<file path="src/rtl/bfx_pkg.sv">
// Shared types and constants for the Brainfuck execute core.
// No dependencies; used by the core datapath and the top level.
package bfx_pkg;

  // Request kinds carried by the input transfer
  localparam logic REQ_RESTART = 1'b0;
  localparam logic REQ_EXEC    = 1'b1;

  // Program characters that act
  localparam logic [7:0] CH_NUL   = 8'h00;
  localparam logic [7:0] CH_PLUS  = 8'h2B;
  localparam logic [7:0] CH_MINUS = 8'h2D;
  localparam logic [7:0] CH_DOT   = 8'h2E;
  localparam logic [7:0] CH_LT    = 8'h3C;
  localparam logic [7:0] CH_GT    = 8'h3E;
  localparam logic [7:0] CH_LBR   = 8'h5B;
  localparam logic [7:0] CH_RBR   = 8'h5D;

  // Skip nesting counter width and its ceiling
  localparam int unsigned SKIP_W = 5;
  localparam logic [SKIP_W-1:0] SKIP_LIMIT = 5'd31;

  typedef enum logic [1:0] {
    ERR_NONE  = 2'd0,
    ERR_STACK = 2'd1,
    ERR_SKIP  = 2'd2
  } bfx_err_t;

  // Item handed to the core when the input stage advances
  typedef struct packed {
    logic       fire;
    logic       req_type;
    logic [7:0] instr_byte;
  } bfx_step_t;

  // Result fields other than the fetch address
  typedef struct packed {
    logic       out_valid;
    logic [7:0] out_byte;
    logic       halted;
    bfx_err_t   error_code;
  } bfx_res_t;

endpackage

</file>
<file path="src/rtl/bfx_if.sv">
// Valid/ready channel interfaces for the Brainfuck execute core.
// Depends on nothing; address width set by ADDR_W.
interface bfx_in_if #(parameter int ADDR_W = 10);
  logic              valid;
  logic              ready;
  logic              req_type;
  logic [ADDR_W-1:0] instr_addr;
  logic [7:0]        instr_byte;

  modport source (output valid, req_type, instr_addr, instr_byte, input ready);
  modport sink   (input valid, req_type, instr_addr, instr_byte, output ready);
endinterface

interface bfx_out_if #(parameter int ADDR_W = 10);
  logic              valid;
  logic              ready;
  logic [ADDR_W-1:0] next_addr;
  logic              out_valid;
  logic [7:0]        out_byte;
  logic              halted;
  logic [1:0]        error_code;

  modport source (output valid, next_addr, out_valid, out_byte, halted, error_code,
                  input ready);
  modport sink   (input valid, next_addr, out_valid, out_byte, halted, error_code,
                  output ready);
endinterface

</file>
<file path="src/rtl/brainfuck_execute_core_unit.sv">
// Top level of the Brainfuck execute core: input stage, result stage, handshakes.
// Depends on bfx_pkg, bfx_if (bfx_in_if, bfx_out_if) and bfx_core.
//
//   channel   dir  payload                                          transfer
//   in_chan   in   req_type, instr_addr, instr_byte                 valid & ready
//   out_chan  out  next_addr, out_valid, out_byte, halted, error_code valid & ready
//
// One instruction per cycle while out_chan is not stalled: an item is registered in
// the input stage, decoded against the interpreter state and registered in the
// result stage; the rate is set by the combinational step in bfx_core.
// rst_n (synchronous) clears cells, pointer, stack level, skip count and halt.
// A stalled result holds the result stage; the input stage still fills behind it.
module brainfuck_execute_core_unit #(
  parameter int CELL_COUNT = 16,
  parameter int PROG_DEPTH = 1024,
  parameter int LOOP_DEPTH = 16
) (
  input  logic       clk,
  input  logic       rst_n,
  bfx_in_if.sink     in_chan,
  bfx_out_if.source  out_chan
);

  localparam int AW = $clog2(PROG_DEPTH);

  logic              s1_v_r;
  logic              s1_req_r;
  logic [AW-1:0]     s1_addr_r;
  logic [7:0]        s1_byte_r;
  logic              o_v_r;
  logic [AW-1:0]     o_addr_r;
  bfx_pkg::bfx_res_t o_res_r;

  logic              adv;
  bfx_pkg::bfx_step_t step;
  logic [AW-1:0]     core_addr;
  bfx_pkg::bfx_res_t core_res;

  // Input stage moves on when the result stage is free or draining
  assign adv           = s1_v_r && (!o_v_r || out_chan.ready);
  assign in_chan.ready = !s1_v_r || adv;

  assign step.fire       = adv;
  assign step.req_type   = s1_req_r;
  assign step.instr_byte = s1_byte_r;

  bfx_core #(
    .CELL_COUNT (CELL_COUNT),
    .PROG_DEPTH (PROG_DEPTH),
    .LOOP_DEPTH (LOOP_DEPTH)
  ) u_core (
    .clk        (clk),
    .rst_n      (rst_n),
    .step       (step),
    .instr_addr (s1_addr_r),
    .next_addr  (core_addr),
    .res        (core_res)
  );

  // Input stage valid
  always_ff @(posedge clk) begin
    if (!rst_n) begin
      s1_v_r <= 1'b0;
    end else if (in_chan.ready) begin
      s1_v_r <= in_chan.valid;
    end
  end

  // Capture the input payload on each input transfer
  always_ff @(posedge clk) begin
    if (in_chan.valid && in_chan.ready) begin
      s1_req_r  <= in_chan.req_type;
      s1_addr_r <= in_chan.instr_addr;
      s1_byte_r <= in_chan.instr_byte;
    end
  end

  // Result stage valid: set on advance, drop on output transfer
  always_ff @(posedge clk) begin
    if (!rst_n) begin
      o_v_r <= 1'b0;
    end else if (adv) begin
      o_v_r <= 1'b1;
    end else if (out_chan.ready) begin
      o_v_r <= 1'b0;
    end
  end

  // Hold the result until it is taken
  always_ff @(posedge clk) begin
    if (adv) begin
      o_addr_r <= core_addr;
      o_res_r  <= core_res;
    end
  end

  assign out_chan.valid      = o_v_r;
  assign out_chan.next_addr  = o_addr_r;
  assign out_chan.out_valid  = o_res_r.out_valid;
  assign out_chan.out_byte   = o_res_r.out_byte;
  assign out_chan.halted     = o_res_r.halted;
  assign out_chan.error_code = o_res_r.error_code;

endmodule

</file>
<file path="src/rtl/bfx_core.sv">
// Interpreter state (cells, pointer, loop stack, skip counter, halt) and the
// combinational step logic. Depends on bfx_pkg.
module bfx_core #(
  parameter int CELL_COUNT = 16,
  parameter int PROG_DEPTH = 1024,
  parameter int LOOP_DEPTH = 16
) (
  input  logic                          clk,
  input  logic                          rst_n,
  input  bfx_pkg::bfx_step_t            step,
  input  logic [$clog2(PROG_DEPTH)-1:0] instr_addr,
  output logic [$clog2(PROG_DEPTH)-1:0] next_addr,
  output bfx_pkg::bfx_res_t             res
);

  localparam int AW  = $clog2(PROG_DEPTH);
  localparam int DPW = $clog2(CELL_COUNT);
  localparam int SW  = (LOOP_DEPTH > 1) ? $clog2(LOOP_DEPTH) : 1;
  localparam int LW  = $clog2(LOOP_DEPTH + 1);

  localparam logic [AW:0]    PROG_END  = (AW+1)'(PROG_DEPTH);
  localparam logic [AW-1:0]  PROG_LAST = AW'(PROG_DEPTH - 1);
  localparam logic [DPW-1:0] DP_LAST   = DPW'(CELL_COUNT - 1);
  localparam logic [LW-1:0]  LVL_FULL  = LW'(LOOP_DEPTH);

  logic [7:0]             cells_r [CELL_COUNT];
  logic [AW-1:0]          stack_r [LOOP_DEPTH];
  logic [DPW-1:0]         dp_r, dp_nxt;
  logic [LW-1:0]          level_r, level_nxt;
  logic [bfx_pkg::SKIP_W-1:0] skip_r, skip_nxt;
  logic                   halt_r, halt_nxt;
  bfx_pkg::bfx_err_t      err_r, err_nxt;

  logic [AW-1:0] addr_m, addr_inc, top, top_inc;
  logic [LW-1:0] level_dec;
  logic [7:0]    cur;
  logic          cell_we, push_we, restart;
  logic [7:0]    cell_wd;

  // Reduce the fetch address into the program and form its successor
  assign addr_m   = ({1'b0, instr_addr} >= PROG_END) ?
                    AW'({1'b0, instr_addr} - PROG_END) : instr_addr;
  assign addr_inc = (addr_m == PROG_LAST) ? '0 : addr_m + 1'b1;

  // Current cell and top of the loop stack
  assign cur       = cells_r[dp_r];
  assign level_dec = level_r - 1'b1;
  assign top       = stack_r[level_dec[SW-1:0]];
  assign top_inc   = (top == PROG_LAST) ? '0 : top + 1'b1;
  assign restart   = (step.req_type == bfx_pkg::REQ_RESTART);

  // Decode one instruction against the current state
  always_comb begin
    halt_nxt  = halt_r;
    err_nxt   = err_r;
    dp_nxt    = dp_r;
    level_nxt = level_r;
    skip_nxt  = skip_r;
    cell_we   = 1'b0;
    cell_wd   = cur;
    push_we   = 1'b0;
    next_addr = addr_inc;
    res       = '0;
    if (restart) begin
      halt_nxt  = 1'b0;
      err_nxt   = bfx_pkg::ERR_NONE;
      dp_nxt    = '0;
      level_nxt = '0;
      skip_nxt  = '0;
      next_addr = '0;
    end else if (halt_r) begin
      next_addr = addr_m;
    end else if (skip_r != '0) begin
      case (step.instr_byte)
        bfx_pkg::CH_NUL: begin
          halt_nxt  = 1'b1;
          err_nxt   = bfx_pkg::ERR_NONE;
          next_addr = addr_m;
        end
        bfx_pkg::CH_LBR: begin
          if (skip_r >= bfx_pkg::SKIP_LIMIT) begin
            halt_nxt  = 1'b1;
            err_nxt   = bfx_pkg::ERR_SKIP;
            next_addr = addr_m;
          end else begin
            skip_nxt = skip_r + 1'b1;
          end
        end
        bfx_pkg::CH_RBR: skip_nxt = skip_r - 1'b1;
        default: ;
      endcase
    end else begin
      case (step.instr_byte)
        bfx_pkg::CH_NUL: begin
          halt_nxt  = 1'b1;
          err_nxt   = bfx_pkg::ERR_NONE;
          next_addr = addr_m;
        end
        bfx_pkg::CH_PLUS: begin
          cell_we = 1'b1;
          cell_wd = cur + 8'd1;
        end
        bfx_pkg::CH_MINUS: begin
          cell_we = 1'b1;
          cell_wd = cur - 8'd1;
        end
        bfx_pkg::CH_DOT: begin
          res.out_valid = 1'b1;
          res.out_byte  = cur;
        end
        bfx_pkg::CH_GT: dp_nxt = (dp_r == DP_LAST) ? '0 : dp_r + 1'b1;
        bfx_pkg::CH_LT: dp_nxt = (dp_r == '0) ? DP_LAST : dp_r - 1'b1;
        bfx_pkg::CH_LBR: begin
          if (cur == 8'd0) begin
            skip_nxt = bfx_pkg::SKIP_W'(1);
          end else if (level_r >= LVL_FULL) begin
            halt_nxt  = 1'b1;
            err_nxt   = bfx_pkg::ERR_STACK;
            next_addr = addr_m;
          end else begin
            push_we   = 1'b1;
            level_nxt = level_r + 1'b1;
          end
        end
        bfx_pkg::CH_RBR: begin
          if (level_r == '0) begin
            halt_nxt  = 1'b1;
            err_nxt   = bfx_pkg::ERR_NONE;
            next_addr = addr_m;
          end else if (cur != 8'd0) begin
            next_addr = top_inc;
          end else begin
            level_nxt = level_dec;
          end
        end
        default: ;
      endcase
    end
    res.halted     = halt_nxt;
    res.error_code = err_nxt;
  end

  // Control state: advance on each transfer out of the input stage
  always_ff @(posedge clk) begin
    if (!rst_n) begin
      dp_r    <= '0;
      level_r <= '0;
      skip_r  <= '0;
      halt_r  <= 1'b0;
      err_r   <= bfx_pkg::ERR_NONE;
    end else if (step.fire) begin
      dp_r    <= dp_nxt;
      level_r <= level_nxt;
      skip_r  <= skip_nxt;
      halt_r  <= halt_nxt;
      err_r   <= err_nxt;
    end
  end

  // Cell store: cleared by reset and by restart
  always_ff @(posedge clk) begin
    if (!rst_n || (step.fire && restart)) begin
      for (int i = 0; i < CELL_COUNT; i++) begin
        cells_r[i] <= 8'd0;
      end
    end else if (step.fire && cell_we) begin
      cells_r[dp_r] <= cell_wd;
    end
  end

  // Loop stack: push the address of an entered loop
  always_ff @(posedge clk) begin
    if (step.fire && !restart && push_we) begin
      stack_r[level_r[SW-1:0]] <= addr_m;
    end
  end

endmodule
</file>
<file path="src/flat_wrapper.sv">
// flat-port wrapper written by rule: the top's interface ports become plain ports
module brainfuck_execute_core_unit_flat 
#(
  parameter int CELL_COUNT = 16,
  parameter int PROG_DEPTH = 1024,
  parameter int LOOP_DEPTH = 16
)
  (clk, rst_n, in_chan_valid, in_chan_req_type, in_chan_instr_addr, in_chan_instr_byte, in_chan_ready, out_chan_valid, out_chan_next_addr, out_chan_out_valid, out_chan_out_byte, out_chan_halted, out_chan_error_code, out_chan_ready);
  bfx_in_if in_chan_i ();
  bfx_out_if out_chan_i ();
  input  logic clk;
  input  logic rst_n;
  input wire logic [$bits(in_chan_i.valid)-1:0] in_chan_valid;
  input wire logic [$bits(in_chan_i.req_type)-1:0] in_chan_req_type;
  input wire logic [$bits(in_chan_i.instr_addr)-1:0] in_chan_instr_addr;
  input wire logic [$bits(in_chan_i.instr_byte)-1:0] in_chan_instr_byte;
  output wire logic [$bits(in_chan_i.ready)-1:0] in_chan_ready;
  output wire logic [$bits(out_chan_i.valid)-1:0] out_chan_valid;
  output wire logic [$bits(out_chan_i.next_addr)-1:0] out_chan_next_addr;
  output wire logic [$bits(out_chan_i.out_valid)-1:0] out_chan_out_valid;
  output wire logic [$bits(out_chan_i.out_byte)-1:0] out_chan_out_byte;
  output wire logic [$bits(out_chan_i.halted)-1:0] out_chan_halted;
  output wire logic [$bits(out_chan_i.error_code)-1:0] out_chan_error_code;
  input wire logic [$bits(out_chan_i.ready)-1:0] out_chan_ready;
  assign in_chan_i.valid = in_chan_valid;
  assign in_chan_i.req_type = in_chan_req_type;
  assign in_chan_i.instr_addr = in_chan_instr_addr;
  assign in_chan_i.instr_byte = in_chan_instr_byte;
  assign in_chan_ready = in_chan_i.ready;
  assign out_chan_valid = out_chan_i.valid;
  assign out_chan_next_addr = out_chan_i.next_addr;
  assign out_chan_out_valid = out_chan_i.out_valid;
  assign out_chan_out_byte = out_chan_i.out_byte;
  assign out_chan_halted = out_chan_i.halted;
  assign out_chan_error_code = out_chan_i.error_code;
  assign out_chan_i.ready = out_chan_ready;
  brainfuck_execute_core_unit #(.CELL_COUNT(CELL_COUNT), .PROG_DEPTH(PROG_DEPTH), .LOOP_DEPTH(LOOP_DEPTH)) u_core (.clk(clk), .rst_n(rst_n), .in_chan(in_chan_i), .out_chan(out_chan_i));
endmodule
</file>
<file path="config.mk">
export PLATFORM = sky130hd
export DESIGN_NAME = brainfuck_execute_core_unit_flat
export DESIGN_NICKNAME = d
export VERILOG_FILES = /design/src/rtl/bfx_pkg.sv /design/src/rtl/bfx_if.sv /design/src/rtl/brainfuck_execute_core_unit.sv /design/src/rtl/bfx_core.sv /design/src/flat_wrapper.sv
export SDC_FILE = /design/constraint.sdc
export NUM_CORES = 1
export LEC_CHECK = 0
export BUFFER_PORTS_ARGS = -buffer_cell sky130_fd_sc_hd__buf_2
export CORE_AREA = 3 3 161 163
export CTS_CLUSTER_DIAMETER = 60
export CTS_CLUSTER_SIZE = 28
export DETAILED_ROUTE_END_ITERATION = 8
export DIE_AREA = 0 0 164 166
export HOLD_SLACK_MARGIN = 0.12
export PLACE_DENSITY = 0.91
export SYNTH_ARGS = -nofsm -noshare
export SYNTH_HDL_FRONTEND = slang
export SYNTH_HIERARCHICAL = 1
export SYNTH_SLANG_ARGS = --single-unit
</file>
<file path="constraint.sdc">
create_clock -name clk -period 9.8 [get_ports clk]
set_input_delay 1.96 -clock clk [delete_from_list [all_inputs] [get_ports clk]]
set_output_delay 1.96 -clock clk [all_outputs]
set_load 0.1 [all_outputs]
</file>
# After elaboration in Yosys (flattened, before gate mapping)
# Memories as Yosys holds them, arrays and structs flattened. A register that Yosys moved wholly into a read port is not among the register bits.
# Cells that the tools add are included.
[word_totals] input_bits=23 ram_bits=288 ff_bits=60 memories=2 wordCells=157
[classes] n_reduce_logical=26 magnitude_cmp=2 n_mux=79 bitwise_logic=2 eq_ne=21 addsub=10
[mem_list] memory="u_core.u_core.stack_r" words=16 word_bits=10 read_ports=1 rd_clocked_by_memory_dff=0 wr=1 line="bfx_core.sv:27" text="logic [AW-1:0] stack_r [LOOP_DEPTH];"
[mem_list] memory="u_core.u_core.cells_r" words=16 word_bits=8 read_ports=1 rd_clocked_by_memory_dff=1 wr=16 line="bfx_core.sv:26" text="logic [7:0] cells_r [CELL_COUNT];"
[ops] cell="2-to-1 mux 10 bit" count=9
[ops] cell="2-to-1 mux 5 bit" count=13
[ops] cell="equality test 8 x 6 -> 1 bit, second input constant" count=5
[ops] cell="2-to-1 mux 4 bit" count=8
[ops] cell="2-to-1 mux 8 bit" count=4
[ops] cell="case mux 10 bit (3 select lines)" count=1
[ops] cell="2-to-1 mux 1 bit" count=27
[ops] cell="inequality test 3 bit, second input constant" count=8
[ops] cell="adder 10 x 1 -> 10 bit, second input constant" count=2
[ops] cell="equality test 10 bit, second input constant" count=2
[ops] cell="case mux 10 bit (2 select lines)" count=1
[ops] cell="case mux 5 bit (2 select lines)" count=2
[ops] cell="equality test 8 x 7 -> 1 bit, second input constant" count=2
[ops] cell="logical NOT 8 bit" count=2
[ops] cell="case mux 8 bit (2 select lines)" count=1
[ops] cell="2-to-1 mux 2 bit" count=7
[ops] cell="adder 5 x 1 -> 5 bit, second input constant" count=2
[ops] cell="greater-or-equal comparator 5 bit, second input constant" count=2
[ops] cell="subtractor 5 x 1 -> 5 bit, second input constant" count=2
[ops] cell="2-to-1 mux 9 bit" count=1
[ops] cell="adder 8 x 1 -> 8 bit, second input constant" count=1
[ops] cell="case mux 4 bit (2 select lines)" count=1
[ops] cell="AND reduction 8 bit" count=1
[ops] cell="nonzero test 8 bit" count=1
[ops] cell="24 further kinds" count=35

# Longest topological paths before layout
# Gate-level depths: netlist (run 1).
[logic_depth] depth_word=12 mapped_depth=19

# Hierarchy
# Netlist (run 1), hierarchy kept.
[modules_own_cells] mod="bfx_core" instances=1 cells_each=1182 seq_area_each_um2=9068.7 area_per_inst_um2=15150.8
[modules_own_cells] mod="brainfuck_execute_core_unit" instances=1 cells_each=50 seq_area_each_um2=1271.2 area_per_inst_um2=1335.0

# Worst setup path before layout (run 1)
# No wires, ideal clock.
[synth_timing] path_kind="reg2reg" start="register u_core.u_core.level_r[0]" end="register u_core.o_addr_r[1] (netlist: u_core/out_chan.next_addr[1]) (data pin)" path_slack_ns=4.651 t_required_ns=9.541 arrival_time_ns=4.890 n_path_buf=7 path_stages_with_launch=20 path_cell_list="dfxtp_1 buf_2 buf_2 buf_2 buf_2 inv_1 ha_1 buf_1 clkbuf_1 buf_2 mux4_2 and2_1 a211oi_1 a21oi_1 ha_1 nand4_1 nor4bb_1 nor3_1 and4_1 a211o_1"
[synth_via] elab_chain_len=9
[synth_lines] element="from (decl)" line="bfx_core.sv:29" text="logic [LW-1:0] level_r, level_nxt;"
[synth_lines] element="from (signal assigned)" line="bfx_core.sv:153" text="level_r <= level_nxt;"
[synth_lines] element="subtractor 5 x 1 -> 5 bit" line="bfx_core.sv:47" text="assign level_dec = level_r - 1'b1;"
[synth_lines] element="memory (16 x 10 bit)"
[synth_lines] element="adder 10 x 1 -> 10 bit / equality test 10 bit (equally long branches)" line="bfx_core.sv:49" text="assign top_inc = (top == PROG_LAST) ? '0 : top + 1'b1;"
[synth_lines] element="2-to-1 mux 10 bit" line="bfx_core.sv:49"
[synth_lines] element="2-to-1 mux 10 bit" line="bfx_core.sv:130" text="end else if (cur != 8'd0) begin"
[synth_lines] element="2-to-1 mux 10 bit" line="bfx_core.sv:126" text="if (level_r == '0) begin"
[synth_lines] element="case mux 10 bit (3 select lines) (*)" line="bfx_core.sv:93" text="case (step.instr_byte)"
[synth_lines] element="2-to-1 mux 10 bit (*)" line="bfx_core.sv:73" text="end else if (skip_r != '0) begin"
[synth_lines] element="2-to-1 mux 10 bit (*)" line="bfx_core.sv:71" text="end else if (halt_r) begin"
[synth_lines] element="to (signal assigned)" line="brainfuck_execute_core_unit.sv:92" text="o_addr_r <= core_addr;"
[synth_lines] element="to (decl)" line="brainfuck_execute_core_unit.sv:31" text="logic [AW-1:0] o_addr_r;"
# Every way passes the cells marked *; elsewhere a longest branch is shown, timed or not.
# A chain may end at the register's enable or synchronous reset.

# Worst setup path in the final report (run 1)
[layout_timing] start="register u_core.u_core.level_r[0]" end="register u_core.o_addr_r[0] (netlist: u_core/out_chan.next_addr[0]) (data pin)"
# The elaborated chain is that of the path after synthesis.

==> results of run 1 <==
-- layout by cell type (no fill, tap or decap), drive strengths merged, types with 10 or more instances in the layout --
master	n
buf	77
mux4	69
ha	19
nor2	185
a31oi	12
o21a	10
a21oi	50
and2	23
clkbuf	23
nor2b	12
a22oi	10
a221oi	11
nand3	33
o21ai	42
dfxtp	23
edfxtp	329
xnor2	13
nor3	20
inv	37
mux2i	35
nand2	93
-- cell usage after synthesis, drive strengths merged (9+ instances only) --
library cell and count:
edfxtp 329, nor2 185, nand2 93, mux4 69, clkbuf 55, a21oi 50, o21ai 42, mux2i 35
nand3 33, inv 25, and2 23, dfxtp 23, nor3 20, ha 19, buf 17, xnor2 13
a31oi 12, nor2b 12, a221oi 11, a22oi 10, o21a 10, o211ai 9, or3 9, xor2 9
-- critical path, delay by kind of cell (launching register included) --
family,cells,cell delay (ns)
flops,1,0.33
buf+inv,2,0.90
xor+xnor,1,1.09
simple gates,3,0.78
fa+ha+maj,2,0.72
compound gates,2,0.50
mux,3,0.98
-- cells by family after synthesis --
group | share of synthesized area (%)
adders and majority gates | 1.68
DFF | 62.7
xor gates and xnor gates | 1.17
and+or+nand+nor | 12.2
AOI/OAI and AO/OA | 8.23
buffers and inverters | 2.35
muxes | 11.6
-- state kept, by name, indices dropped and copies added (netlist names), 4 cells and up, named ones only --
register / flops
u_core/u_core/dp_r: 4
u_core/u_core/level_r: 5
u_core/u_core/stack_r: 160
u_core/out_chan.out_byte: 8
u_core/u_core/cells_r: 128
u_core/s1_addr_r: 10
u_core/s1_byte_r: 8
u_core/out_chan.next_addr: 10
u_core/u_core/skip_r: 5
-- where the power goes --
| part | internal [W] | switching, W |
|---|---|---|
| combinational | 0.0000974 | 0.000196 |
| sequential | 0.00167 | 0.0000140 |
| clock | 0.000485 | 0.000577 |
| total | 0.00226 | 0.000787 |
-- routing by layer --
metal / track usage, % / vias to the layer above / part of all wire [%]
met5: 0 / - / 0.032
met4: 14.6 / 2 / 6.0
met3: 4.44 / 200 / 10
met2: 51.0 / 870 / 50
met1: 39.6 / 5390 / 34
li1: - / 4778 / -
-- path summary, 6_finish.rpt --
kind | start | endpoint | slack, ns | cells after the start
setup reg to reg | u_core/u_core/level_r[0]$_SDFFE_PN0P_ | u_core/out_chan.next_addr[0]$_DFFE_PP_ | 4.22 | 13
hold / removal | u_core/u_core/err_r[0]$_SDFFE_PN0P_ | u_core/u_core/err_r[0]$_SDFFE_PN0P_ | 0.51 | 2
setup / recovery | u_core/u_core/level_r[0]$_SDFFE_PN0P_ | u_core/out_chan.next_addr[0]$_DFFE_PP_ | 4.22 | 13
hold reg to reg | u_core/u_core/err_r[0]$_SDFFE_PN0P_ | u_core/u_core/err_r[0]$_SDFFE_PN0P_ | 0.51 | 2
-- stage by stage --
stage          utilization (%)  hold WS, ns  setup WS [ns]
2_1_floorplan                -        0.458           4.65
5_1_grt                   73.2        0.546           3.82
4_1_cts                   73.2        0.507           4.31
6_report                  73.2        0.511           4.22
3_3_place_gp              69.8        0.477           4.86
3_5_place_dp              69.8        0.495           4.55
-- cell type report --
cell class                 instances  area [sq um]
clock inverter                    19           259
sequential                       352         10300
timing repair buffer              77           463
tap                              324           405
inverter                          25          93.8
clock buffer                      23           576
multi-input combinational        783          5770
fill                            1411          6550
==> results.cfg, run 1 <==
[clock_tree]
cts_setup_buffers = 0
cts_tree = yes
cts_hold_buf = 0
clk_latency_ns = 0.56
cts.reportedPaths.clkPinSlew_ns = 0.09
cts_buffers = 23
cts_max_level = 1
cts_resized = 0
clock_sinks = 352
cts_buffer_depth = 3
root_buffer = clkbuf_16

[drt]
via_per_inst = 7.01
antenna_left = 0
finalWirelength_microns = 40900
vias = 11200
dr.pass1.iters = 7
first_iter_violations = 2092
wl_per_cell_microns = 25.5
drc = 0

[worst_setup_path]
crit_path_top_delay_cell = xor2_1
worstSetupPathType = reg2reg
cp-end-kind = register
required_ns = 10.09
critPathArrivalTime_ns = 5.87
worst_path_largest_cell_delay_ns = 1.09
crit_chain = buf_4 -> inv_1 -> ha_1 -> xor2_1 -> mux4_2 -> mux2i_1 -> mux2i_1 -> ha_1 -> nand4_1 -> nor4bb_1 -> nor3_1 -> a221oi_1 -> o22ai_1
worst-path-max-fanout = 46
critPathLaunchType = register

[yosys]
postSynthAreaPerCell_sq_um = 13.4
netlist_instances = 1232
synth_nets = 1276
ys_async_sr_fraction_pct = 0
synth_seq_cells = 352
synth_area_leaders = edfxtp_1 (60%), mux4_2 (9.4%), nor2_1 (4.2%)
syn_area_sq_um = 16500
yosysTopAreaCell = edfxtp_1
synth_cell_types = 71
synth-edff-count = 329
ys.flop_type = edfxtp_1
yosysWarnings = 6
ys_seq_area_share_pct = 62.7
yosysTopAreaCellShare_pct = 59.9

[die]
initial_core_util_pct = 67.4
core_area_sq_um = 24500
chipHeight_microns = 166
rows = 57
ios = 47
dieArea_sq_um = 27200
die_w_microns = 164

[global_route]
grt_pass1_wl_microns = 64300
grt_use_total_pct = 30.5
antenna_found_initial = 1
first_global_vias = 11200
grt_overflow = 0
grt_max_degree = 47

[power]
power_leakage_nw = 6.03
ir_worst_vdd_v = 0.000179
power.density_nw_per_um2 = 170
power_w = 0.00304

[timing]
finalSetupViolations = 0
finalCritPeriodShare_pct = 56.9
tightest_slew_ns = 1.37
hold_violations = 0
min_period_ns = 5.58
fin_skew_ns = 0.0241
drv_slew = 0
rsz0062_at_grt = false
fmax_ghz = 0.179
relSlewSlack_pct = 8.05
fin_tns_setup_ns = 0

[placement]
dp_cells = 1561
place_congestion = 0.947
dpl.hpwl_microns = 26800
io_buffer_count = 46
place_area_sq_um = 17100

[final_layout]
fin_area_sq_um = 17900
diodes = 0
drive_gt1_share_pct = 16.0
area_growth_pct = 8.64
fin_nets = 1306
final_cells = 1603

[run_status]
run_status = completed

[job]
cap_violations = 0

[hold_path]
hold_path.class = reg2reg
Power figures use the tool's default switching activity.
==> run 2: changes to the inputs <==
CORE_AREA = 3 3 176 178   (was 3 3 161 163)
DIE_AREA = 0 0 179 181   (was 0 0 164 166)
PLACE_DENSITY = 0.82   (was 0.91)
clock period = 5.1 ns   (was 9.8 ns; I/O delays follow)
==> run 2 against run 1 <==
Compared with the run above: non-clock buffer count grew 1; sequential power increased by 93%; first-iteration DRC count down 32%; final area grew 1.3%; register-to-register slack got worse by 3.5 ns; utilization decreased by 12 points; critical endpoint is now u_core/u_core/stack_r[14][5]$_DFFE_PP_; worst setup slack lost 3.5 ns; via count fell by 2.5%; clock-buffer cell count grew 3; combinational power increased by 87%; sequential share of layout area shrank 0.72 points; global-route usage down 5.4 points.
==> results.cfg, run 2 (same netlist as run 1, synthesis figures left out) <==
[power]
p_int_w = 0.00444
switching_share_pct = 26.7
power.density_nw_per_um2 = 334
p_switching_w = 0.00162
clkPwrFrac_pct = 37.1
pwr-share-comb_pct = 9.1
seq_power_share_pct = 53.9
ir_worst_vdd_v = 0.000387
power_leakage_nw = 6.09

[global_route]
first_global_vias = 10800
grt_overflow = 0
grt_pass1_wl_microns = 62900
grt_use_total_pct = 25.1
grt_max_degree = 46
antenna_found_initial = 1

[drt]
wl_met3_microns = 3870
first_iter_violations = 1432
drc = 0
drt-met1-wl_microns = 15200
highest_layer = met5
antenna_left = 0
dr_wl_met2_microns = 19700
finalWirelength_microns = 40400
wl_per_cell_microns = 24.1
via_per_inst = 6.55
dr.pass1.iters = 6
vias = 11000

[worst_setup_path]
crit_end = u_core/u_core/stack_r[14][5]$_DFFE_PP_
required_ns = 5.32
critPathLaunchType = register
critPathArrivalTime_ns = 4.59
worstSetupPathType = reg2reg
worst_path_largest_cell_delay_ns = 0.82
reg2reg_to = u_core/u_core/stack_r[14][5]$_DFFE_PP_
reg2reg_slack_ns = 0.73
crit_path_top_delay_cell = dfxtp_1
reg2regPathDepth = 8
crit_chain = nor2_1 -> a221oi_1 -> a21oi_1 -> o211ai_1 -> nor4_2 -> buf_4 -> nor3b_1 -> and3_1
cp-end-kind = register
worst-path-max-fanout = 16

[die]
initial_core_util_pct = 55.8
rows = 63
chipHeight_microns = 181
core_area_sq_um = 29600
ios = 47
dieArea_sq_um = 32400
die_w_microns = 179

[clock_tree]
cts.reportedPaths.clkPinSlew_ns = 0.09
cts_max_level = 1
clk_latency_ns = 0.58
cts_tree = yes
cts_resized = 0
cts_buffer_depth = 3
cts_buffers = 25
root_buffer = clkbuf_16
cts_setup_buffers = 0
clock_sinks = 352
cts_hold_buf = 0

[placement]
io_buffer_count = 46
dpl.hpwl_microns = 27000
place_ws_ns = 0.824
place_congestion = 0.956

[timing]
drv_slew = 0
fin_tns_setup_ns = 0
fin_skew_ns = 0.0271
fmax_ghz = 0.229
holdWs_ns = 0.515
finalCritPeriodShare_pct = 85.8
relSlewSlack_pct = 28.3
fin_ws_ns = 0.726
min_period_ns = 4.37
finalSetupViolations = 0
rsz0062_at_grt = false
hold_violations = 0
tightest_slew_ns = 1.08

[final_layout]
area_growth_pct = 10.0
fin_nets = 1309
ff_latch_area_sq_um = 10300
multiInputGateArea_sq_um = 5780
layout_common_cells = edfxtp_1 (329), nor2_1 (185), nand2_1 (93)
diodes = 0
largest_register_ffs = 160
drive_gt1_share_pct = 16.4
n_fill_cell = 2193
final_common_cell = edfxtp_1

[hold_path]
hold_path.class = reg2reg
hold_start = u_core/u_core/err_r[0]$_SDFFE_PN0P_

[job]
cap_violations = 0

[run_status]
run_status = completed
## run 2: how the worst min path moves through the flow
stage	endpoint	slack, ns	depth (start not counted)
after floorplan	u_core/u_core/err_r[0]$_SDFFE_PN0P_	0.46	2
after global placement	u_core/u_core/err_r[0]$_SDFFE_PN0P_	0.47	2
after detailed placement	u_core/u_core/err_r[0]$_SDFFE_PN0P_	0.49	2
after CTS	u_core/u_core/err_r[0]$_SDFFE_PN0P_	0.51	2
after global routing	u_core/u_core/err_r[1]$_SDFFE_PN0P_	0.56	2
final	u_core/u_core/err_r[0]$_SDFFE_PN0P_	0.52	2
## run 2: critical path: cells and delay by family (launching register included)
family                 cells  cell delay (ns)
AOI/OAI and AO/OA          3             1.25
buffers and inverters      1             0.26
DFF                        1             0.82
and+or+nand+nor            4             1.69
## run 2: final cells by class
type | count | area share, %
Inverter | 25 | 0.517
Multi-Input combinational cell | 783 | 31.9
Sequential cell | 352 | 57.0
Timing Repair Buffer | 78 | 2.66
Clock inverter | 20 | 1.77
Clock buffer | 26 | 3.47
Tap cell | 390 | 2.69
## run 2: through the flow
step                      instance area, sq um  cells  power (W)  util, %
after floorplan                          16500   1232    0.00369        -
after global placement                   17200   1628    0.00385     58.1
after detailed placement                 17200   1628    0.00387     58.1
after CTS                                18100   1674    0.00609     61.4
after global routing                     18100   1674    0.00624     61.4
final                                    18100   1674    0.00606     61.4
## run 2: per-layer routing
| metal | vias to the layer above | track usage (%) |
|---|---|---|
| li1 | 4788 | - |
| met1 | 5372 | 34.9 |
| met2 | 689 | 40.8 |
| met3 | 110 | 3.97 |
| met4 | 2 | 8.35 |
| met5 | - | 0 |
## run 2: power groups by stage
stage / clock network (W) / registers (W) / logic (W)
after CTS: 0.00228 / 0.00326 / 0.000542
after floorplan: 0 / 0.00337 / 0.000326
after global placement: 0 / 0.00333 / 0.000526
after detailed placement: 0 / 0.00333 / 0.000537
after global routing: 0.00238 / 0.00327 / 0.000581
final: 0.00225 / 0.00326 / 0.000549
